$ cat config.mk
export PLATFORM = sky130hd
export DESIGN_NAME = permutation_row_engine_flat
export DESIGN_NICKNAME = d
export VERILOG_FILES = /design/src/rtl/prow_pkg.sv /design/src/rtl/prow_if.sv /design/src/rtl/prow_store.sv /design/src/rtl/prow_div.sv /design/src/rtl/prow_seq.sv /design/src/rtl/permutation_row_engine.sv /design/src/flat_wrapper.sv
export SDC_FILE = /design/constraint.sdc
export NUM_CORES = 1
export LEC_CHECK = 0
export ABC_AREA = 1
export BUFFER_PORTS_ARGS = -buffer_cell sky130_fd_sc_hd__buf_2
export CAP_MARGIN = 5
export CORE_MARGIN = 8
export CORE_UTILIZATION = 49
export DETAILED_ROUTE_END_ITERATION = 6
export PLACE_DENSITY = 0.75
export SYNTH_ARGS = -nofsm -noshare
export SYNTH_HDL_FRONTEND = slang
export SYNTH_HIERARCHICAL = 1
export SYNTH_SLANG_ARGS = --single-unit
$ cat constraint.sdc
create_clock -name clk -period 4.4 [get_ports clk]
set_clock_uncertainty 0.15 [all_clocks]
set_input_delay 0.44 -clock clk [delete_from_list [all_inputs] [get_ports clk]]
set_output_delay 0.44 -clock clk [all_outputs]
set_load 0.02 [all_outputs]
$ cat src/rtl/prow_pkg.sv
`default_nettype none

package prow_pkg;

  // field widths of the channels
  localparam int OP_W    = 3;
  localparam int POS_W   = 4;
  localparam int VAL_W   = 4;
  localparam int MASK_W  = 15;
  localparam int BC_W    = 5;
  localparam int ORDER_W = 16;

  localparam logic [BC_W-1:0]    BELL_COUNT_RST = 5'd16;
  localparam int                 MIN_BELLS      = 2;
  localparam logic [ORDER_W-1:0] ORDER_MAX      = 16'hFFFF;

  // divider step counter holds up to ORDER_W
  localparam int STEP_W = $clog2(ORDER_W + 1);

  typedef enum logic [OP_W-1:0] {
    OP_IDENTITY = 3'd0,
    OP_WRITE    = 3'd1,
    OP_READ     = 3'd2,
    OP_CHANGE   = 3'd3,
    OP_INVERT   = 3'd4,
    OP_ANALYSE  = 3'd5
  } op_t;

  typedef enum logic [4:0] {
    S_IDLE,
    S_EXEC,
    S_RD_CAP,
    S_CHG_LOAD,
    S_CHG_RD,
    S_CHG_WR,
    S_CHG_END,
    S_INV_RD,
    S_INV_WR,
    S_CPY_RD,
    S_CPY_WR,
    S_AN_SCAN,
    S_AN_STEP,
    S_AN_NEXT,
    S_LCM,
    S_GCD,
    S_QUO,
    S_CHK,
    S_DONE
  } state_t;

  typedef struct packed {
    logic              start;
    logic [STEP_W-1:0] steps;
  } div_ctl_t;

  typedef struct packed {
    logic [VAL_W-1:0]   read_value;
    logic [ORDER_W-1:0] perm_order;
    logic               is_even;
  } res_t;

endpackage

`default_nettype wire

$ cat src/rtl/prow_if.sv
`default_nettype none

interface prow_in_if import prow_pkg::*; ();
  logic              valid;
  logic              ready;
  logic [OP_W-1:0]   op;
  logic [POS_W-1:0]  position;
  logic [VAL_W-1:0]  bell_value;
  logic [MASK_W-1:0] swap_mask;

  modport source (output valid, output op, output position, output bell_value,
                  output swap_mask, input ready);
  modport sink (input valid, input op, input position, input bell_value,
                input swap_mask, output ready);
endinterface

interface prow_out_if import prow_pkg::*; ();
  logic               valid;
  logic               ready;
  logic [VAL_W-1:0]   read_value;
  logic [ORDER_W-1:0] perm_order;
  logic               is_even;
  logic               is_identity;

  modport source (output valid, output read_value, output perm_order, output is_even,
                  output is_identity, input ready);
  modport sink (input valid, input read_value, input perm_order, input is_even,
                input is_identity, output ready);
endinterface

interface prow_cfg_if import prow_pkg::*; ();
  logic            valid;
  logic            ready;
  logic [BC_W-1:0] bell_count;

  modport source (output valid, output bell_count, input ready);
  modport sink (input valid, input bell_count, output ready);
endinterface

`default_nettype wire

$ cat src/rtl/prow_store.sv
`default_nettype none

module prow_store import prow_pkg::*; #(
  parameter int MAX_BELLS = 16,
  localparam int IW = (MAX_BELLS > 1) ? $clog2(MAX_BELLS) : 1,
  localparam int EW = (IW > VAL_W) ? IW : VAL_W
) (
  input  logic                 clk,
  input  logic                 rst_n,
  input  logic                 clear,
  input  logic                 wr_en,
  input  logic [IW-1:0]        wr_addr,
  input  logic [EW-1:0]        wr_data,
  input  logic [IW-1:0]        rd_addr,
  output logic [EW-1:0]        rd_data,
  output logic [MAX_BELLS-1:0] mism
);

  logic [EW-1:0]        mem [MAX_BELLS];
  logic [MAX_BELLS-1:0] valid_r;
  logic [MAX_BELLS-1:0] mism_r;
  logic [EW-1:0]        rd_data_r;

  // an entry never written since the last clear reads as its own index
  always_ff @(posedge clk) begin
    if (!rst_n) begin
      valid_r <= '0;
      mism_r  <= '0;
    end else if (clear) begin
      valid_r <= '0;
      mism_r  <= '0;
    end else if (wr_en) begin
      valid_r[wr_addr] <= 1'b1;
      mism_r[wr_addr]  <= (wr_data != EW'(wr_addr));
    end
  end

  always_ff @(posedge clk) begin
    if (wr_en) begin
      mem[wr_addr] <= wr_data;
    end
    rd_data_r <= valid_r[rd_addr] ? mem[rd_addr] : EW'(rd_addr);
  end

  assign rd_data = rd_data_r;
  assign mism    = mism_r;

endmodule

`default_nettype wire

$ cat src/rtl/prow_div.sv
`default_nettype none

module prow_div import prow_pkg::*; #(
  parameter int DIVR_W = 5
) (
  input  logic               clk,
  input  logic               rst_n,
  input  div_ctl_t           ctl,
  input  logic [ORDER_W-1:0] dividend,
  input  logic [DIVR_W-1:0]  divisor,
  output logic               done,
  output logic [ORDER_W-1:0] quot,
  output logic [DIVR_W-1:0]  rem
);

  logic [ORDER_W-1:0] quo_r;
  logic [DIVR_W-1:0]  rem_r;
  logic [DIVR_W-1:0]  dvs_r;
  logic [STEP_W-1:0]  cnt_r;
  logic               done_r;

  logic [DIVR_W:0]    trial;
  logic [DIVR_W:0]    diff;
  logic               ge;

  // restoring division, one quotient bit per cycle
  always_comb begin
    trial = {rem_r, quo_r[ORDER_W-1]};
    ge    = (trial >= {1'b0, dvs_r});
    diff  = trial - {1'b0, dvs_r};
  end

  always_ff @(posedge clk) begin
    if (!rst_n) begin
      cnt_r  <= '0;
      done_r <= 1'b0;
    end else if (ctl.start) begin
      cnt_r  <= ctl.steps;
      done_r <= 1'b0;
    end else if (cnt_r != '0) begin
      cnt_r  <= cnt_r - STEP_W'(1);
      done_r <= (cnt_r == STEP_W'(1));
    end else begin
      done_r <= 1'b0;
    end
  end

  always_ff @(posedge clk) begin
    if (ctl.start) begin
      quo_r <= dividend;
      rem_r <= '0;
      dvs_r <= divisor;
    end else if (cnt_r != '0) begin
      quo_r <= {quo_r[ORDER_W-2:0], ge};
      rem_r <= ge ? diff[DIVR_W-1:0] : trial[DIVR_W-1:0];
    end
  end

  assign done = done_r;
  assign quot = quo_r;
  assign rem  = rem_r;

endmodule

`default_nettype wire

$ cat src/rtl/prow_seq.sv
`default_nettype none

module prow_seq import prow_pkg::*; #(
  parameter int MAX_BELLS = 16,
  localparam int IW = (MAX_BELLS > 1) ? $clog2(MAX_BELLS) : 1,
  localparam int EW = (IW > VAL_W) ? IW : VAL_W,
  localparam int NW = $clog2(MAX_BELLS + 1)
) (
  input  logic               clk,
  input  logic               rst_n,
  // item channel
  input  logic               in_valid,
  output logic               in_ready,
  input  logic [OP_W-1:0]    in_op,
  input  logic [POS_W-1:0]   in_position,
  input  logic [VAL_W-1:0]   in_bell_value,
  input  logic [MASK_W-1:0]  in_swap_mask,
  input  logic [NW-1:0]      n,
  // row store
  output logic               row_clear,
  output logic               row_wr_en,
  output logic [IW-1:0]      row_wr_addr,
  output logic [EW-1:0]      row_wr_data,
  output logic [IW-1:0]      row_rd_addr,
  input  logic [EW-1:0]      row_rd_data,
  // scratch store for invert
  output logic               tmp_clear,
  output logic               tmp_wr_en,
  output logic [IW-1:0]      tmp_wr_addr,
  output logic [EW-1:0]      tmp_wr_data,
  output logic [IW-1:0]      tmp_rd_addr,
  input  logic [EW-1:0]      tmp_rd_data,
  // shared divider
  output div_ctl_t           div_ctl,
  output logic [ORDER_W-1:0] div_dividend,
  output logic [NW-1:0]      div_divisor,
  input  logic               div_done,
  input  logic [ORDER_W-1:0] div_quot,
  input  logic [NW-1:0]      div_rem,
  // result
  input  logic               out_free,
  output logic               res_load,
  output res_t               res
);

  localparam int CW       = (NW > EW) ? NW : EW;
  localparam int SHORT_SH = ORDER_W - NW;
  localparam int PROD_W   = ORDER_W + NW;

  state_t               state_r, state_nxt;
  op_t                  op_r, op_nxt;
  logic [POS_W-1:0]     pos_r, pos_nxt;
  logic [VAL_W-1:0]     val_r, val_nxt;
  logic [MASK_W-1:0]    mask_r, mask_nxt;
  logic [NW-1:0]        idx_r, idx_nxt;
  logic [IW-1:0]        k_r, k_nxt;
  logic [NW-1:0]        len_r, len_nxt;
  logic [NW-1:0]        cyc_r, cyc_nxt;
  logic [NW-1:0]        gb_r, gb_nxt;
  logic [ORDER_W-1:0]   acc_r, acc_nxt;
  logic                 sat_r, sat_nxt;
  logic [EW-1:0]        carry_r, carry_nxt;
  logic [PROD_W-1:0]    prod_r, prod_nxt;
  logic [VAL_W-1:0]     rd_r, rd_nxt;
  logic [MAX_BELLS-1:0] visited_r, visited_nxt;

  logic [CW-1:0]        n_c;
  logic [CW-1:0]        idx_c;
  logic [CW-1:0]        chg_lim;
  logic                 pos_ok;
  logic                 nx_in;
  logic                 vis_scan;
  logic                 vis_nx;
  logic                 mbit;
  logic                 lcm_skip;
  logic                 walk_end;

  always_comb begin
    n_c      = CW'(n);
    idx_c    = CW'(idx_r);
    pos_ok   = CW'(pos_r) < n_c;
    chg_lim  = ((n_c - CW'(1)) < CW'(MASK_W)) ? (n_c - CW'(1)) : CW'(MASK_W);
    nx_in    = CW'(row_rd_data) < n_c;
    vis_scan = visited_r[idx_r[IW-1:0]];
    vis_nx   = visited_r[row_rd_data[IW-1:0]];
    mbit     = mask_r[4'(idx_r)];
    // a fixed point or a saturated order leaves the accumulator alone
    lcm_skip = sat_r || (len_r == NW'(1));
    walk_end = !nx_in || vis_nx;
  end

  // next state
  always_comb begin
    state_nxt = state_r;
    unique case (state_r)
      S_IDLE:     if (in_valid) state_nxt = S_EXEC;
      S_EXEC: begin
        case (op_r)
          OP_READ:    state_nxt = S_RD_CAP;
          OP_CHANGE:  state_nxt = S_CHG_LOAD;
          OP_INVERT:  state_nxt = S_INV_RD;
          OP_ANALYSE: state_nxt = S_AN_SCAN;
          default:    state_nxt = S_DONE;
        endcase
      end
      S_RD_CAP:   state_nxt = S_DONE;
      S_CHG_LOAD: state_nxt = S_CHG_RD;
      S_CHG_RD:   state_nxt = S_CHG_WR;
      S_CHG_WR:   state_nxt = (idx_c + CW'(1) == chg_lim) ? S_CHG_END : S_CHG_RD;
      S_CHG_END:  state_nxt = S_DONE;
      S_INV_RD:   state_nxt = S_INV_WR;
      S_INV_WR:   state_nxt = (idx_c + CW'(1) == n_c) ? S_CPY_RD : S_INV_RD;
      S_CPY_RD:   state_nxt = S_CPY_WR;
      S_CPY_WR:   state_nxt = (idx_c + CW'(1) == n_c) ? S_DONE : S_CPY_RD;
      S_AN_SCAN: begin
        if (idx_c == n_c) begin
          state_nxt = S_DONE;
        end else if (!vis_scan) begin
          state_nxt = S_AN_STEP;
        end
      end
      S_AN_STEP:  state_nxt = S_AN_NEXT;
      S_AN_NEXT:  state_nxt = walk_end ? S_LCM : S_AN_STEP;
      S_LCM: begin
        if (lcm_skip || acc_r == ORDER_W'(1)) begin
          state_nxt = S_AN_SCAN;
        end else begin
          state_nxt = S_GCD;
        end
      end
      S_GCD:      if (div_done && div_rem == '0) state_nxt = S_QUO;
      S_QUO:      if (div_done) state_nxt = S_CHK;
      S_CHK:      state_nxt = S_AN_SCAN;
      S_DONE:     if (out_free) state_nxt = S_IDLE;
      default:    state_nxt = S_IDLE;
    endcase
  end

  // outputs to the stores, the divider and the result register
  always_comb begin
    in_ready     = 1'b0;
    row_clear    = 1'b0;
    row_wr_en    = 1'b0;
    row_wr_addr  = idx_r[IW-1:0];
    row_wr_data  = carry_r;
    row_rd_addr  = '0;
    tmp_clear    = 1'b0;
    tmp_wr_en    = 1'b0;
    tmp_wr_addr  = row_rd_data[IW-1:0];
    tmp_wr_data  = EW'(idx_r);
    tmp_rd_addr  = idx_r[IW-1:0];
    div_ctl      = '0;
    div_dividend = acc_r;
    div_divisor  = len_r;
    res_load     = 1'b0;
    unique case (state_r)
      S_IDLE: in_ready = 1'b1;
      S_EXEC: begin
        case (op_r)
          OP_IDENTITY: row_clear = 1'b1;
          OP_WRITE: begin
            row_wr_en   = pos_ok;
            row_wr_addr = IW'(pos_r);
            row_wr_data = EW'(val_r);
          end
          OP_READ:   row_rd_addr = IW'(pos_r);
          OP_INVERT: tmp_clear = 1'b1;
          default: ;
        endcase
      end
      S_CHG_RD: row_rd_addr = idx_r[IW-1:0] + IW'(1);
      S_CHG_WR: begin
        row_wr_en   = 1'b1;
        row_wr_data = mbit ? row_rd_data : carry_r;
      end
      S_CHG_END: row_wr_en = 1'b1;
      S_INV_RD:  row_rd_addr = idx_r[IW-1:0];
      S_INV_WR:  tmp_wr_en = nx_in;
      S_CPY_WR: begin
        row_wr_en   = 1'b1;
        row_wr_data = tmp_rd_data;
      end
      S_AN_STEP: row_rd_addr = k_r;
      S_LCM: begin
        if (!lcm_skip && acc_r != ORDER_W'(1)) begin
          div_ctl.start = 1'b1;
          div_ctl.steps = STEP_W'(ORDER_W);
        end
      end
      S_GCD: begin
        if (div_done) begin
          div_ctl.start = 1'b1;
          if (div_rem == '0) begin
            // gcd found, divide the accumulator by it
            div_divisor   = gb_r;
            div_ctl.steps = STEP_W'(ORDER_W);
          end else begin
            // small operands: left-align and run only the low bits
            div_dividend  = ORDER_W'(gb_r) << SHORT_SH;
            div_divisor   = div_rem;
            div_ctl.steps = STEP_W'(NW);
          end
        end
      end
      S_DONE: res_load = out_free;
      default: ;
    endcase
  end

  always_comb begin
    res.read_value = rd_r;
    res.perm_order = (op_r == OP_ANALYSE) ? acc_r : '0;
    res.is_even    = (op_r == OP_ANALYSE) ? ~(n[0] ^ cyc_r[0]) : 1'b0;
  end

  // datapath
  always_comb begin
    op_nxt      = op_r;
    pos_nxt     = pos_r;
    val_nxt     = val_r;
    mask_nxt    = mask_r;
    idx_nxt     = idx_r;
    k_nxt       = k_r;
    len_nxt     = len_r;
    cyc_nxt     = cyc_r;
    gb_nxt      = gb_r;
    acc_nxt     = acc_r;
    sat_nxt     = sat_r;
    carry_nxt   = carry_r;
    prod_nxt    = prod_r;
    rd_nxt      = rd_r;
    visited_nxt = visited_r;
    case (state_r)
      S_IDLE: begin
        if (in_valid) begin
          op_nxt   = op_t'(in_op);
          pos_nxt  = in_position;
          val_nxt  = in_bell_value;
          mask_nxt = in_swap_mask;
        end
      end
      S_EXEC: begin
        rd_nxt  = '0;
        idx_nxt = '0;
        if (op_r == OP_ANALYSE) begin
          visited_nxt = '0;
          acc_nxt     = ORDER_W'(1);
          sat_nxt     = 1'b0;
          cyc_nxt     = '0;
        end
      end
      S_RD_CAP:   rd_nxt = pos_ok ? row_rd_data[VAL_W-1:0] : '0;
      S_CHG_LOAD: carry_nxt = row_rd_data;
      S_CHG_WR: begin
        // the carried bell keeps moving right while swaps continue
        if (!mbit) carry_nxt = row_rd_data;
        idx_nxt = idx_r + NW'(1);
      end
      S_INV_WR:   idx_nxt = (idx_c + CW'(1) == n_c) ? '0 : idx_r + NW'(1);
      S_CPY_WR:   idx_nxt = idx_r + NW'(1);
      S_AN_SCAN: begin
        if (idx_c != n_c) begin
          if (vis_scan) begin
            idx_nxt = idx_r + NW'(1);
          end else begin
            k_nxt   = idx_r[IW-1:0];
            len_nxt = '0;
          end
        end
      end
      S_AN_STEP: begin
        visited_nxt[k_r] = 1'b1;
        len_nxt          = len_r + NW'(1);
      end
      S_AN_NEXT: begin
        if (walk_end) begin
          cyc_nxt = cyc_r + NW'(1);
        end else begin
          k_nxt = row_rd_data[IW-1:0];
        end
      end
      S_LCM: begin
        if (!lcm_skip) begin
          if (acc_r == ORDER_W'(1)) begin
            acc_nxt = ORDER_W'(len_r);
          end else begin
            gb_nxt = len_r;
          end
        end
      end
      S_GCD:      if (div_done && div_rem != '0) gb_nxt = div_rem;
      S_QUO:      if (div_done) prod_nxt = PROD_W'(div_quot) * PROD_W'(len_r);
      S_CHK: begin
        if (|prod_r[PROD_W-1:ORDER_W]) begin
          sat_nxt = 1'b1;
          acc_nxt = ORDER_MAX;
        end else begin
          acc_nxt = prod_r[ORDER_W-1:0];
        end
      end
      default: ;
    endcase
  end

  always_ff @(posedge clk) begin
    if (!rst_n) begin
      state_r   <= S_IDLE;
      visited_r <= '0;
    end else begin
      state_r   <= state_nxt;
      visited_r <= visited_nxt;
    end
  end

  always_ff @(posedge clk) begin
    op_r    <= op_nxt;
    pos_r   <= pos_nxt;
    val_r   <= val_nxt;
    mask_r  <= mask_nxt;
    idx_r   <= idx_nxt;
    k_r     <= k_nxt;
    len_r   <= len_nxt;
    cyc_r   <= cyc_nxt;
    gb_r    <= gb_nxt;
    acc_r   <= acc_nxt;
    sat_r   <= sat_nxt;
    carry_r <= carry_nxt;
    prod_r  <= prod_nxt;
    rd_r    <= rd_nxt;
  end

endmodule

`default_nettype wire

$ cat src/rtl/permutation_row_engine.sv
`default_nettype none

// Keeps one row of n bells (n = bell_count clamped to 2..MAX_BELLS) and runs one
// operation per input word: reset to rounds, write or read a place, apply a change
// (mask bit i swaps places i and i+1, lowest first), invert, or analyse (order as lcm
// of cycle lengths saturating at 65535, parity, and rounds flag). Every word gives
// exactly one result word, and in_ready stays low until the current word is finished.
// Analyse visits every place once through the row store's single registered read
// port (a scan step per place, a read step and a follow step per element, and two
// more steps per cycle found), and each cycle longer than one with an unsaturated
// order, once the accumulator is above one, runs through the shared restoring
// divider: a full-width division for the first gcd remainder, a short left-aligned
// one for each further remainder, a full-width one for the quotient, then a range
// check. A finished result waits in the output register; the next word is accepted
// as soon as the sequencer is back in idle.

module permutation_row_engine import prow_pkg::*; #(
  parameter int MAX_BELLS = 16
) (
  input  logic clk,
  input  logic rst_n,
  prow_in_if.sink    in_ch,
  prow_out_if.source out_ch,
  prow_cfg_if.sink   cfg_ch
);

  localparam int IW = (MAX_BELLS > 1) ? $clog2(MAX_BELLS) : 1;
  localparam int EW = (IW > VAL_W) ? IW : VAL_W;
  localparam int NW = $clog2(MAX_BELLS + 1);

  logic [BC_W-1:0]      bell_count_r;
  logic [BC_W:0]        bc_ext;
  logic [BC_W:0]        n_full;
  logic [NW-1:0]        n;

  logic                 row_clear, row_wr_en;
  logic [IW-1:0]        row_wr_addr, row_rd_addr;
  logic [EW-1:0]        row_wr_data, row_rd_data;
  logic [MAX_BELLS-1:0] row_mism;

  logic                 tmp_clear, tmp_wr_en;
  logic [IW-1:0]        tmp_wr_addr, tmp_rd_addr;
  logic [EW-1:0]        tmp_wr_data, tmp_rd_data;

  div_ctl_t             div_ctl;
  logic [ORDER_W-1:0]   div_dividend, div_quot;
  logic [NW-1:0]        div_divisor, div_rem;
  logic                 div_done;

  logic                 out_free;
  logic                 res_load;
  res_t                 res;
  logic                 row_ident;

  logic                 out_valid_r;
  res_t                 out_res_r;
  logic                 out_ident_r;

  // configuration
  assign cfg_ch.ready = 1'b1;

  always_ff @(posedge clk) begin
    if (!rst_n) begin
      bell_count_r <= BELL_COUNT_RST;
    end else if (cfg_ch.valid) begin
      bell_count_r <= cfg_ch.bell_count;
    end
  end

  always_comb begin
    bc_ext = {1'b0, bell_count_r};
    if (bc_ext < (BC_W+1)'(MIN_BELLS)) begin
      n_full = (BC_W+1)'(MIN_BELLS);
    end else if (bc_ext > (BC_W+1)'(MAX_BELLS)) begin
      n_full = (BC_W+1)'(MAX_BELLS);
    end else begin
      n_full = bc_ext;
    end
    n = NW'(n_full);
  end

  // rounds when no place below n holds a foreign bell
  always_comb begin
    row_ident = 1'b1;
    for (int i = 0; i < MAX_BELLS; i++) begin
      if (row_mism[i] && (NW'(i) < n)) row_ident = 1'b0;
    end
  end

  prow_seq #(
    .MAX_BELLS (MAX_BELLS)
  ) u_seq (
    .clk           (clk),
    .rst_n         (rst_n),
    .in_valid      (in_ch.valid),
    .in_ready      (in_ch.ready),
    .in_op         (in_ch.op),
    .in_position   (in_ch.position),
    .in_bell_value (in_ch.bell_value),
    .in_swap_mask  (in_ch.swap_mask),
    .n             (n),
    .row_clear     (row_clear),
    .row_wr_en     (row_wr_en),
    .row_wr_addr   (row_wr_addr),
    .row_wr_data   (row_wr_data),
    .row_rd_addr   (row_rd_addr),
    .row_rd_data   (row_rd_data),
    .tmp_clear     (tmp_clear),
    .tmp_wr_en     (tmp_wr_en),
    .tmp_wr_addr   (tmp_wr_addr),
    .tmp_wr_data   (tmp_wr_data),
    .tmp_rd_addr   (tmp_rd_addr),
    .tmp_rd_data   (tmp_rd_data),
    .div_ctl       (div_ctl),
    .div_dividend  (div_dividend),
    .div_divisor   (div_divisor),
    .div_done      (div_done),
    .div_quot      (div_quot),
    .div_rem       (div_rem),
    .out_free      (out_free),
    .res_load      (res_load),
    .res           (res)
  );

  prow_store #(
    .MAX_BELLS (MAX_BELLS)
  ) u_row (
    .clk     (clk),
    .rst_n   (rst_n),
    .clear   (row_clear),
    .wr_en   (row_wr_en),
    .wr_addr (row_wr_addr),
    .wr_data (row_wr_data),
    .rd_addr (row_rd_addr),
    .rd_data (row_rd_data),
    .mism    (row_mism)
  );

  prow_store #(
    .MAX_BELLS (MAX_BELLS)
  ) u_tmp (
    .clk     (clk),
    .rst_n   (rst_n),
    .clear   (tmp_clear),
    .wr_en   (tmp_wr_en),
    .wr_addr (tmp_wr_addr),
    .wr_data (tmp_wr_data),
    .rd_addr (tmp_rd_addr),
    .rd_data (tmp_rd_data),
    .mism    ()
  );

  prow_div #(
    .DIVR_W (NW)
  ) u_div (
    .clk      (clk),
    .rst_n    (rst_n),
    .ctl      (div_ctl),
    .dividend (div_dividend),
    .divisor  (div_divisor),
    .done     (div_done),
    .quot     (div_quot),
    .rem      (div_rem)
  );

  // output word register
  assign out_free = !out_valid_r || out_ch.ready;

  always_ff @(posedge clk) begin
    if (!rst_n) begin
      out_valid_r <= 1'b0;
    end else if (res_load) begin
      out_valid_r <= 1'b1;
    end else if (out_ch.ready) begin
      out_valid_r <= 1'b0;
    end
  end

  always_ff @(posedge clk) begin
    if (res_load) begin
      out_res_r   <= res;
      out_ident_r <= row_ident;
    end
  end

  assign out_ch.valid       = out_valid_r;
  assign out_ch.read_value  = out_res_r.read_value;
  assign out_ch.perm_order  = out_res_r.perm_order;
  assign out_ch.is_even     = out_res_r.is_even;
  assign out_ch.is_identity = out_ident_r;

endmodule

`default_nettype wire

$ cat src/flat_wrapper.sv
// flat-port wrapper written by rule: the top's interface ports become plain ports
module permutation_row_engine_flat import prow_pkg::*;
#(
  parameter int MAX_BELLS = 16
)
  (clk, rst_n, in_ch_valid, in_ch_op, in_ch_position, in_ch_bell_value, in_ch_swap_mask, in_ch_ready, out_ch_valid, out_ch_read_value, out_ch_perm_order, out_ch_is_even, out_ch_is_identity, out_ch_ready, cfg_ch_valid, cfg_ch_bell_count, cfg_ch_ready);
  prow_in_if in_ch_i ();
  prow_out_if out_ch_i ();
  prow_cfg_if cfg_ch_i ();
  input  logic clk;
  input  logic rst_n;
  input wire logic [$bits(in_ch_i.valid)-1:0] in_ch_valid;
  input wire logic [$bits(in_ch_i.op)-1:0] in_ch_op;
  input wire logic [$bits(in_ch_i.position)-1:0] in_ch_position;
  input wire logic [$bits(in_ch_i.bell_value)-1:0] in_ch_bell_value;
  input wire logic [$bits(in_ch_i.swap_mask)-1:0] in_ch_swap_mask;
  output wire logic [$bits(in_ch_i.ready)-1:0] in_ch_ready;
  output wire logic [$bits(out_ch_i.valid)-1:0] out_ch_valid;
  output wire logic [$bits(out_ch_i.read_value)-1:0] out_ch_read_value;
  output wire logic [$bits(out_ch_i.perm_order)-1:0] out_ch_perm_order;
  output wire logic [$bits(out_ch_i.is_even)-1:0] out_ch_is_even;
  output wire logic [$bits(out_ch_i.is_identity)-1:0] out_ch_is_identity;
  input wire logic [$bits(out_ch_i.ready)-1:0] out_ch_ready;
  input wire logic [$bits(cfg_ch_i.valid)-1:0] cfg_ch_valid;
  input wire logic [$bits(cfg_ch_i.bell_count)-1:0] cfg_ch_bell_count;
  output wire logic [$bits(cfg_ch_i.ready)-1:0] cfg_ch_ready;
  assign in_ch_i.valid = in_ch_valid;
  assign in_ch_i.op = in_ch_op;
  assign in_ch_i.position = in_ch_position;
  assign in_ch_i.bell_value = in_ch_bell_value;
  assign in_ch_i.swap_mask = in_ch_swap_mask;
  assign in_ch_ready = in_ch_i.ready;
  assign out_ch_valid = out_ch_i.valid;
  assign out_ch_read_value = out_ch_i.read_value;
  assign out_ch_perm_order = out_ch_i.perm_order;
  assign out_ch_is_even = out_ch_i.is_even;
  assign out_ch_is_identity = out_ch_i.is_identity;
  assign out_ch_i.ready = out_ch_ready;
  assign cfg_ch_i.valid = cfg_ch_valid;
  assign cfg_ch_i.bell_count = cfg_ch_bell_count;
  assign cfg_ch_ready = cfg_ch_i.ready;
  permutation_row_engine #(.MAX_BELLS(MAX_BELLS)) u_core (.clk(clk), .rst_n(rst_n), .in_ch(in_ch_i), .out_ch(out_ch_i), .cfg_ch(cfg_ch_i));
endmodule
==> out/results.txt, run 1 <==
Hold EP -> u_core/bell_count_r[0]
Post-Syn Instances -> 2,345
Hold Crit Class -> in -> reg
Startpoint Class -> flop
worst-path cell chain -> nand2_1, fa_1, fa_1, fa_1, inv_1, ha_1, a21oi_1, nand2_1, a21boi_1, o21ai_0, nand3_1, nand2_1, xor2_1
grt ovf -> 0
critical path data required time -> 4.56 ns
Setup TNS -> 0 ns
Final period util -> 94.3%
Clk pin slew, worst setup/hold paths -> 0.06 ns
Crit Path Class -> reg -> reg
clock net sink count -> 357
DIE AREA -> 46,800 um^2
max_cap viols -> 0
worst reg2reg path depth -> 13
Crit Path Max Fanout -> 8
Hold Vio Cnt, Final -> 0
status -> finished, final reports clean
reg2reg end -> u_core/u_seq/prod_r[17]
Place WS -> 0.136 ns
Detailed Route Iter0 Violations -> 1,202
FMAX -> 0.241 GHz
synthesized area -> 19,700 um^2
Root Driver -> clkbuf_16
initial antenna violation count -> 0
Worst path max stage delay -> 0.55 ns
Min Clock Period, post-route -> 4.15 ns
CP arrival -> 4.31 ns
post-DP HPWL -> 36,700 um
worst slew pin tran -> 1.05 ns
Rel. slew slack -> 29.6%
Initial Util -> 49.6%
CTS buffer count -> 41
H-tree levels -> 2
share of layout cells above drive strength 1 -> 9.35%
Pre-Repair DR Iteration Count -> 6
Critical Path End Type -> flop
Top Ports -> 61
die height -> 216 um
Final #Nets -> 2,552
Syn. warnings -> 6
max-slew violation count -> 0
via count -> 15,600
first-pass GRT wire length -> 80,800 um
IO buf count -> 59
Worst Hold Depth -> 3
clock tree buffer depth -> 3
gpl congestion -> 0.944
# DRC -> 0
Synth Area per Inst -> 8.38 um^2
P per Cell Area -> 550 nW/um^2
reg2reg start -> u_core/u_seq/len_r[2]
global-route usage over all layers -> 21.3%
Peak VDD IR -> 320 uV
TritonCTS clock tree -> built
Die Wd -> 216 um
# rows -> 73
vias in the first global route -> 15,700
Antenna Cells -> 0
core area -> 39,600 um^2
filler cell count -> 3,557
RSZ-0062 raised after global routing -> false
clk_lat worst skew -> 0.57 ns
area delta synth->final -> 12.7%
wirelength, routed -> 50,400 um
Antenna Violating Nets Remaining -> 0
final worst slack -> 0.253 ns
Post-CTS Setup Inserts -> 0
register area -> 9780 um^2
final setup vio count -> 0
hold_sp -> cfg_ch_bell_count[0]
multi-input combinational cell area -> 7760 um^2
Leak Pwr -> 0.0106 uW
Largest regs -> u_core/u_row/mem x64, u_core/u_tmp/mem x64, u_core/u_seq/prod_r x21
largest net degree at the start of global routing -> 50
DR WL/cell -> 16.9 um
Vias per Instance -> 5.22
Worst R2R Setup Slack -> 0.25 ns
critical path's slowest cell -> fa_1
==> power breakdown <==
| group | switching [uW] | total [uW] | internal (uW) |
|---|---|---|---|
| clock | 1380 | 3460 | 2080 |
| combinational | 2790 | 3960 | 1170 |
| sequential | 438 | 4760 | 4320 |
==> cell usage in the layout, fill, tap and decap left out, types with 30 or more instances in the layout <==
cell,count
a21oi_1,108
buf_2,59
buf_4,30
clkbuf_16,44
dfxtp_1,94
dlygate4sd3_1,30
edfxtp_1,263
fa_1,43
ha_1,46
inv_1,435
nand2_1,620
nand3_1,213
nor2_1,166
o21ai_0,81
==> metal layers <==
layer / track usage [%] / wire length, um
met1: 25.7 / 20500
met2: 37.8 / 25300
met5: 0 / 0
met3: 2.72 / 2750
met4: 8.95 / 1780
==> layout make-up <==
type / instances / area share (%)
Multi-Input combinational cell: 1451 / 35.0
Inverter: 456 / 7.73
Timing Repair Buffer: 120 / 3.76
Sequential cell: 357 / 44.2
Tap cell: 525 / 2.97
Clock inverter: 19 / 0.797
Clock buffer: 57 / 5.55
==> worst max-delay path by stage <==
stage                            from                      end  slack [ns]  cells after the start
2_1_floorplan   u_core/u_seq/len_r[4]  u_core/u_seq/prod_r[13]        0.06                     15
3_3_place_gp    u_core/u_seq/len_r[2]  u_core/u_seq/prod_r[16]        0.19                     18
3_5_place_dp    u_core/u_seq/len_r[2]  u_core/u_seq/prod_r[13]        0.14                     13
4_1_cts         u_core/u_seq/len_r[2]  u_core/u_seq/prod_r[13]        0.14                     13
5_1_grt        u_core/bell_count_r[2]     u_core/u_row/mism[4]       0.007                     20
6_report        u_core/u_seq/len_r[2]  u_core/u_seq/prod_r[17]        0.25                     13
==> stage by stage <==
step | cell area [um^2] | hold slack (ns) | total power (uW) | utilization, % | std cells
after floorplan | 19700 | 0.250 | 7540 | - | 2346
after global placement | 20400 | 0.255 | 8630 | 51.5 | 2879
after detailed placement | 20400 | 0.277 | 8720 | 51.5 | 2879
after CTS | 22100 | 0.00778 | 12200 | 55.8 | 2985
after global routing | 22100 | 0.0586 | 12900 | 55.9 | 2985
final | 22100 | 0.0296 | 12200 | 55.9 | 2985
==> critical path: cells and delay by family, from the launching register on <==
kind	cells	cell delay, ns
compound gates	3	0.70
xor+xnor	1	0.14
fa+ha+maj	4	1.95
buf+inv	1	0.04
flops	1	0.51
simple gates	4	0.41
==> repair_timing <==
action	in CTS	in global routing
endpoints found under the setup margin	0	7
hold buffers	30	0
gates resized for setup	0	8
endpoints found under the hold margin	28	0
Note: power is estimated with default switching activity, not from simulation.
==> run 2: changes to the inputs <==
--- a/config.mk
+++ b/config.mk
@@ -6,8 +6,10 @@
 export NUM_CORES = 1
 export LEC_CHECK = 0
 export ABC_AREA = 1
-export BUFFER_PORTS_ARGS = -buffer_cell sky130_fd_sc_hd__buf_2
+export ABC_CLOCK_PERIOD_IN_PS = 4400
+export BUFFER_PORTS_ARGS = -buffer_cell sky130_fd_sc_hd__buf_4
 export CAP_MARGIN = 5
+export CORE_ASPECT_RATIO = 1.25
 export CORE_MARGIN = 8
 export CORE_UTILIZATION = 49
 export DETAILED_ROUTE_END_ITERATION = 6
==> run 2 against run 1 <==
Die area about the same. Maximum frequency down 1.8%. Final cell count down 1.0%. Non-clock buffer count up 2. Sequential cell count unchanged. Sequential power about the same. Core utilization down 0.43 points. Wire length down 2.6%. Global-route usage down 0.69 points. Critical path depth up 5. Combinational power about the same. Via count down 0.58%.
==> out/results.txt, run 2 (synthesized netlist as in run 1, its figures left out) <==
first-pass GRT wire length -> 77,900 um (was 80,800 um)
Leak Pwr -> 0.0105 uW (was 0.0106 uW)
Initial Util -> 49.4% (was 49.6%)
post-DP HPWL -> 36,100 um (was 36,700 um)
Hold Crit Class -> in -> reg (unchanged)
initial antenna violation count -> 0 (unchanged)
area delta synth->final -> 12.3% (was 12.7%)
Final period util -> 95.9% (was 94.3%)
Critical Path End Type -> flop (unchanged)
most frequent CP cell -> nand2_1
Worst Hold Depth -> 3 (unchanged)
most common cell after layout, fill and taps aside -> nand2_1 (unchanged)
Antenna Violating Nets Remaining -> 0 (unchanged)
Post-Place Cells -> 2,858 (was 2,879)
reg2reg end -> u_core/u_seq/prod_r[16] (was u_core/u_seq/prod_r[17])
critical path's slowest cell -> edfxtp_1 (was fa_1)
wirelength, routed -> 49,000 um (was 50,400 um)
FMAX -> 0.237 GHz (was 0.241 GHz)
Sw Ratio -> 38.1% (was 37.8%)
# rows -> 82 (was 73)
Sw Pwr -> 4490 uW (was 4610 uW)
final setup vio count -> 0 (unchanged)
Final #Nets -> 2,549 (was 2,552)
grt ovf -> 0 (unchanged)
max_cap viols -> 0 (unchanged)
DR WL/cell -> 16.6 um (was 16.9 um)
combinational share of power -> 33.6% (was 32.5%)
Detailed Route Iter0 Violations -> 1,105 (was 1,202)
Worst R2R Setup Slack -> 0.18 ns (was 0.25 ns)
Antenna Cells -> 0 (unchanged)
worst reg2reg path depth -> 18 (was 13)
Root Driver -> clkbuf_16 (unchanged)
Top Ports -> 61 (unchanged)
reg2reg start -> u_core/u_seq/len_r[3] (was u_core/u_seq/len_r[2])
clock tree buffer depth -> 3 (unchanged)
sequential cell fraction of total power -> 40.2% (was 39.1%)
vias in the first global route -> 15,400 (was 15,700)
final core occ -> 55.4% (was 55.9%)
kind of cell adding the most delay to the critical path -> adder cells (unchanged)
filler cell count -> 3,509 (was 3,557)
Hold EP -> u_core/bell_count_r[2] (was u_core/bell_count_r[0])
TritonCTS clock tree -> built (unchanged)
Largest regs -> u_core/u_row/mem x64, u_core/u_tmp/mem x64, u_core/u_seq/prod_r x21 (unchanged)
critical path data required time -> 4.52 ns (was 4.56 ns)
Crit Path Class -> reg -> reg (unchanged)
final worst slack -> 0.178 ns (was 0.253 ns)
Die Wd -> 195 um (was 216 um)
Vias per Instance -> 5.24 (was 5.22)
global-route usage over all layers -> 20.6% (was 21.3%)
Hold Vio Cnt, Final -> 0 (unchanged)
internal power -> 7310 uW (was 7570 uW)
DIE AREA -> 46,800 um^2 (about the same)
Post-Layout Inst Area -> 22,100 um^2 (about the same)
largest net degree at the start of global routing -> 85 (was 50)
Rel. slew slack -> 29.0% (was 29.6%)
most frequent cells in the layout -> 620 x nand2_1, 435 x inv_1, 263 x edfxtp_1, 213 x nand3_1, 166 x nor2_1 (unchanged)
H-tree levels -> 2 (unchanged)
Min Clock Period, post-route -> 4.22 ns (was 4.15 ns)
P per Cell Area -> 535 nW/um^2 (was 550 nW/um^2)
Pre-Repair DR Iteration Count -> 6 (unchanged)
hold_sp -> cfg_ch_bell_count[2] (was cfg_ch_bell_count[0])
Placed Instance Area -> 20,600 um^2 (was 20,400 um^2)
CTS buffer count -> 36 (was 41)
status -> finished, final reports clean (unchanged)
Clk pin slew, worst setup/hold paths -> 0.07 ns (was 0.06 ns)
core area -> 39,800 um^2 (was 39,600 um^2)
Clk pwr share -> 26.2% (was 28.4%)
Worst path max stage delay -> 0.54 ns (was 0.55 ns)
max-slew violation count -> 0 (unchanged)
Peak VDD IR -> 430 uV (was 320 uV)
# DRC -> 0 (unchanged)
worst slew pin tran -> 1.06 ns (was 1.05 ns)
share of layout cells above drive strength 1 -> 9.14% (was 9.35%)
clk_lat worst skew -> 0.54 ns (was 0.57 ns)
via count -> 15,500 (was 15,600)
Finished Layout Cells -> 2,955 (was 2,985)
clock net sink count -> 357 (unchanged)
die height -> 240 um (was 216 um)
worst-path cell chain -> buf_4, nand2_1, inv_1, fa_1, fa_1, inv_1, fa_1, inv_1, ha_1, nand2_1, o21ai_1, a21oi_2, o21ai_1, nand2_1, inv_1, nor2_1, nand2_1, nand2_1 (was nand2_1, fa_1, fa_1, fa_1, inv_1, ha_1, a21oi_1, nand2_1, a21boi_1, o21ai_0, nand3_1, nand2_1, xor2_1)
Startpoint Class -> flop (unchanged)
IO buf count -> 59 (unchanged)
gpl congestion -> 0.952 (was 0.944)
CP arrival -> 4.34 ns (was 4.31 ns)
sum of buffers and inverters on the critical path -> 5 (was 1)
Place WS -> 0.0927 ns (was 0.136 ns)
Crit Path Max Fanout -> 9 (was 8)
[run 2: metrics by stage]
step | hold slack (ns) | power, uW | setup TNS, ns
floorplan | 0.250 | 7540 | 0
global placement | 0.266 | 8610 | 0
detailed placement | 0.259 | 8720 | 0
CTS | 0.00503 | 11800 | 0
global route | 0.0214 | 12500 | -0.00770
finish | 0.0388 | 11800 | 0
[run 2: per-layer routing]
metal | wire length [um] | track usage, %
met5 | 0 | 0
met4 | 2370 | 10.0
met3 | 2000 | 2.42
met2 | 25800 | 38.9
met1 | 18900 | 22.6
[run 2: worst max path at each step]
stage                                startpoint                 endpoint  slack (ns)  depth (start not counted)
final                     u_core/u_seq/len_r[3]  u_core/u_seq/prod_r[16]        0.18                         18
after floorplan           u_core/u_seq/len_r[4]  u_core/u_seq/prod_r[13]        0.06                         15
after global placement    u_core/u_seq/len_r[4]  u_core/u_seq/prod_r[16]        0.11                         17
after global routing      u_core/u_seq/len_r[3]  u_core/u_seq/prod_r[16]      -0.008                         18
after CTS                 u_core/u_seq/len_r[3]  u_core/u_seq/prod_r[15]        0.08                         15
after detailed placement  u_core/u_seq/len_r[3]  u_core/u_seq/prod_r[15]        0.09                         15
[run 2: worst reg2reg max path: cells and delay by family (launching register included)]
| family | cells | cell delay (ns) |
|---|---|---|
| fa+ha+maj | 4 | 1.90 |
| compound gates | 3 | 0.57 |
| flops | 1 | 0.54 |
| buf+inv | 5 | 0.43 |
| simple gates | 6 | 0.38 |
[run 2: timing repair]
item,4_1_cts,5_1_grt
buffers inserted,0,4
endpoints found under the hold margin,27,0
endpoints found under the setup margin,0,10
hold buffers,28,0
resized for setup,0,6
[run 2: final cells by class]
| cell class | count | area (um^2) | share of cell area, % |
|---|---|---|---|
| Sequential cell | 357 | 9780 | 44.3 |
| Multi-Input combinational cell | 1451 | 7760 | 35.2 |
| Inverter | 456 | 1710 | 7.76 |
| Timing Repair Buffer | 122 | 998 | 4.52 |
| Clock buffer | 45 | 955 | 4.33 |
| Tap cell | 504 | 631 | 2.86 |
| Clock inverter | 20 | 231 | 1.05 |
[run 2: power groups by stage]
| stage | Sequential (uW) | Combinational [uW] | Clock [uW] |
|---|---|---|---|
| finish | 4750 | 3960 | 3090 |
| global placement | 4800 | 3810 | 0 |
| detailed placement | 4810 | 3910 | 0 |
| global route | 4790 | 4410 | 3270 |
| floorplan | 4640 | 2900 | 0 |
| CTS | 4740 | 3950 | 3150 |
==> run 3: changes to the inputs <==
--- a/config.mk
+++ b/config.mk
@@ -11,9 +11,11 @@
 export CAP_MARGIN = 5
 export CORE_ASPECT_RATIO = 1.25
 export CORE_MARGIN = 8
-export CORE_UTILIZATION = 49
+export CORE_UTILIZATION = 57
 export DETAILED_ROUTE_END_ITERATION = 6
-export PLACE_DENSITY = 0.75
+export HOLD_SLACK_MARGIN = 0.12
+export MAX_ROUTING_LAYER = met4
+export PLACE_DENSITY = 0.84
 export SYNTH_ARGS = -nofsm -noshare
 export SYNTH_HDL_FRONTEND = slang
 export SYNTH_HIERARCHICAL = 1
==> run 3 against run 2 <==
Die area fell by 13%. Setup slack gained 0.062 ns. First-iteration DRC count rose by 51%. Clock-buffer cell count is 3 higher. Global-route usage up 5.1 points. Register-to-register slack improved by 0.06 ns. Total power shrank 0.57%. Wire length rose by 5.4%. Final cell count decreased by 2.2%. Critical path type unchanged.
==> out/results.txt, run 3 (synthesized netlist as in run 1, its figures left out) <==
final core occ -> 64.2% (was 55.4%)
Min Clock Period, post-route -> 4.16 ns (was 4.22 ns)
Final #Nets -> 2,559 (was 2,549)
max_cap viols -> 0 (unchanged)
Pre-Repair DR Iteration Count -> 6 (unchanged)
clock net sink count -> 357 (unchanged)
Hold Crit Class -> reg -> reg (was in -> reg)
Largest regs -> u_core/u_row/mem x64, u_core/u_tmp/mem x64, u_core/u_seq/prod_r x21 (unchanged)
Top Ports -> 61 (unchanged)
critical path's slowest cell -> fa_1 (was edfxtp_1)
TritonCTS clock tree -> built (unchanged)
max-slew violation count -> 0 (unchanged)
filler cell count -> 2,785 (was 3,509)
largest net degree at the start of global routing -> 55 (was 85)
final setup vio count -> 0 (unchanged)
Clk pin slew, worst setup/hold paths -> 0.06 ns (was 0.07 ns)
grt ovf -> 0 (unchanged)
Root Driver -> clkbuf_16 (unchanged)
Hold Vio Cnt, Final -> 0 (unchanged)
Startpoint Class -> flop (unchanged)
Detailed Route Iter0 Violations -> 1,674 (was 1,105)
Tot Pwr -> 11,700 uW (was 11,800 uW)
RSZ-0062 raised after global routing -> false
Setup TNS -> 0 ns (unchanged)
worst-path cell chain -> buf_4, buf_4, nand2_1, inv_1, fa_1, fa_1, inv_1, fa_1, inv_1, ha_1, a21oi_1, o21ai_0, a21oi_1, nand3_1, xor2_1 (was buf_4, nand2_1, inv_1, fa_1, fa_1, inv_1, fa_1, inv_1, ha_1, nand2_1, o21ai_1, a21oi_2, o21ai_1, nand2_1, inv_1, nor2_1, nand2_1, nand2_1)
Antenna Violating Nets Remaining -> 0 (unchanged)
Leak Pwr -> 0.0105 uW (about the same)
core area -> 34,200 um^2 (was 39,800 um^2)
P per Cell Area -> 534 nW/um^2 (was 535 nW/um^2)
gpl congestion -> 0.980 (was 0.952)
Final period util -> 94.5% (was 95.9%)
via count -> 16,000 (was 15,500)
die height -> 224 um (was 240 um)
sum of buffers and inverters on the critical path -> 5 (unchanged)
Initial Util -> 57.4% (was 49.4%)
Peak VDD IR -> 293 uV (was 430 uV)
vias in the first global route -> 15,900 (was 15,400)
area delta synth->final -> 11.9% (was 12.3%)
# DRC -> 0 (unchanged)
most frequent cells in the layout -> 620 x nand2_1, 435 x inv_1, 263 x edfxtp_1, 213 x nand3_1, 166 x nor2_1 (unchanged)
kind of cell adding the most delay to the critical path -> adder cells (unchanged)
worst slew pin tran -> 1.05 ns (was 1.06 ns)
Vias per Instance -> 5.52 (was 5.24)
wirelength, routed -> 51,700 um (was 49,000 um)
Rel. slew slack -> 29.7% (was 29.0%)
DR WL/cell -> 17.9 um (was 16.6 um)
Worst path max stage delay -> 0.56 ns (was 0.54 ns)
Hold Slack -> 0.277 ns (was 0.0388 ns)
status -> finished, final reports clean (unchanged)
Die Wd -> 182 um (was 195 um)
# rows -> 76 (was 82)
most common cell after layout, fill and taps aside -> nand2_1 (unchanged)
Critical Path End Type -> flop (unchanged)
Crit Path Class -> reg -> reg (unchanged)
DIE AREA -> 40,700 um^2 (was 46,800 um^2)
first-pass GRT wire length -> 80,600 um (was 77,900 um)
H-tree levels -> 2 (unchanged)
initial antenna violation count -> 1 (was 0)
clk_lat worst skew -> 0.54 ns (about the same)
share of layout cells above drive strength 1 -> 8.98% (was 9.14%)
FMAX -> 0.240 GHz (was 0.237 GHz)
post-DP HPWL -> 36,700 um (was 36,100 um)
critical path data required time -> 4.53 ns (was 4.52 ns)
Crit Path Max Fanout -> 8 (was 9)
global-route usage over all layers -> 25.7% (was 20.6%)
CTS buffer count -> 36 (unchanged)
IO buf count -> 59 (unchanged)
CP arrival -> 4.29 ns (was 4.34 ns)
clock tree buffer depth -> 3 (unchanged)
-- run 3: cell type report --
cell class	count	area [um^2]	area share [%]
Timing Repair Buffer	132	1090	4.95
Multi-Input combinational cell	1451	7760	35.3
Tap cell	429	537	2.44
Sequential cell	357	9780	44.5
Clock inverter	17	135	0.614
Inverter	456	1710	7.78
Antenna cell	1	2.50	0.0114
Clock buffer	48	976	4.44
-- run 3: path summary, 6_finish.rpt --
path                               from                           to  slack [ns]  cells past startpoint
hold / removal     u_core/u_seq/rd_r[3]  u_core/out_ch.read_value[3]        0.28                      0
setup reg to reg  u_core/u_seq/len_r[2]      u_core/u_seq/prod_r[19]        0.24                     15
setup / recovery  u_core/u_seq/len_r[2]      u_core/u_seq/prod_r[19]        0.24                     15
hold reg to reg    u_core/u_seq/rd_r[3]  u_core/out_ch.read_value[3]        0.28                      0
-- run 3: where the power goes --
part | switching, uW | leakage, uW | internal [uW]
combinational | 2860 | 0.00679 | 1200
sequential | 442 | 0.00319 | 4320
clock | 1290 | 0.000545 | 1630
total | 4580 | 0.0105 | 7150
-- run 3: timing repair --
action,in CTS,in global routing
hold buffers,39,0
setup buffers,0,2
endpoints found under the hold margin,35,0
resized for setup,0,6
endpoints found under the setup margin,0,7
-- run 3: routing by layer --
layer / track usage [%] / up-vias / part of all wire, %
met5: - / - / 0
met4: 14.0 / 0 / 5.5
met3: 2.77 / 182 / 4.3
met2: 47.5 / 607 / 54
met1: 26.2 / 7565 / 37
li1: - / 7616 / -
-- run 3: through the flow --
stage	std cells	setup slack [ns]	instance area [um^2]
finish	2891	0.240	22000
detailed placement	2784	0.107	20500
CTS	2888	0.108	22000
global placement	2784	0.137	20500
global route	2891	0.0203	22000
floorplan	2346	0.0628	19700
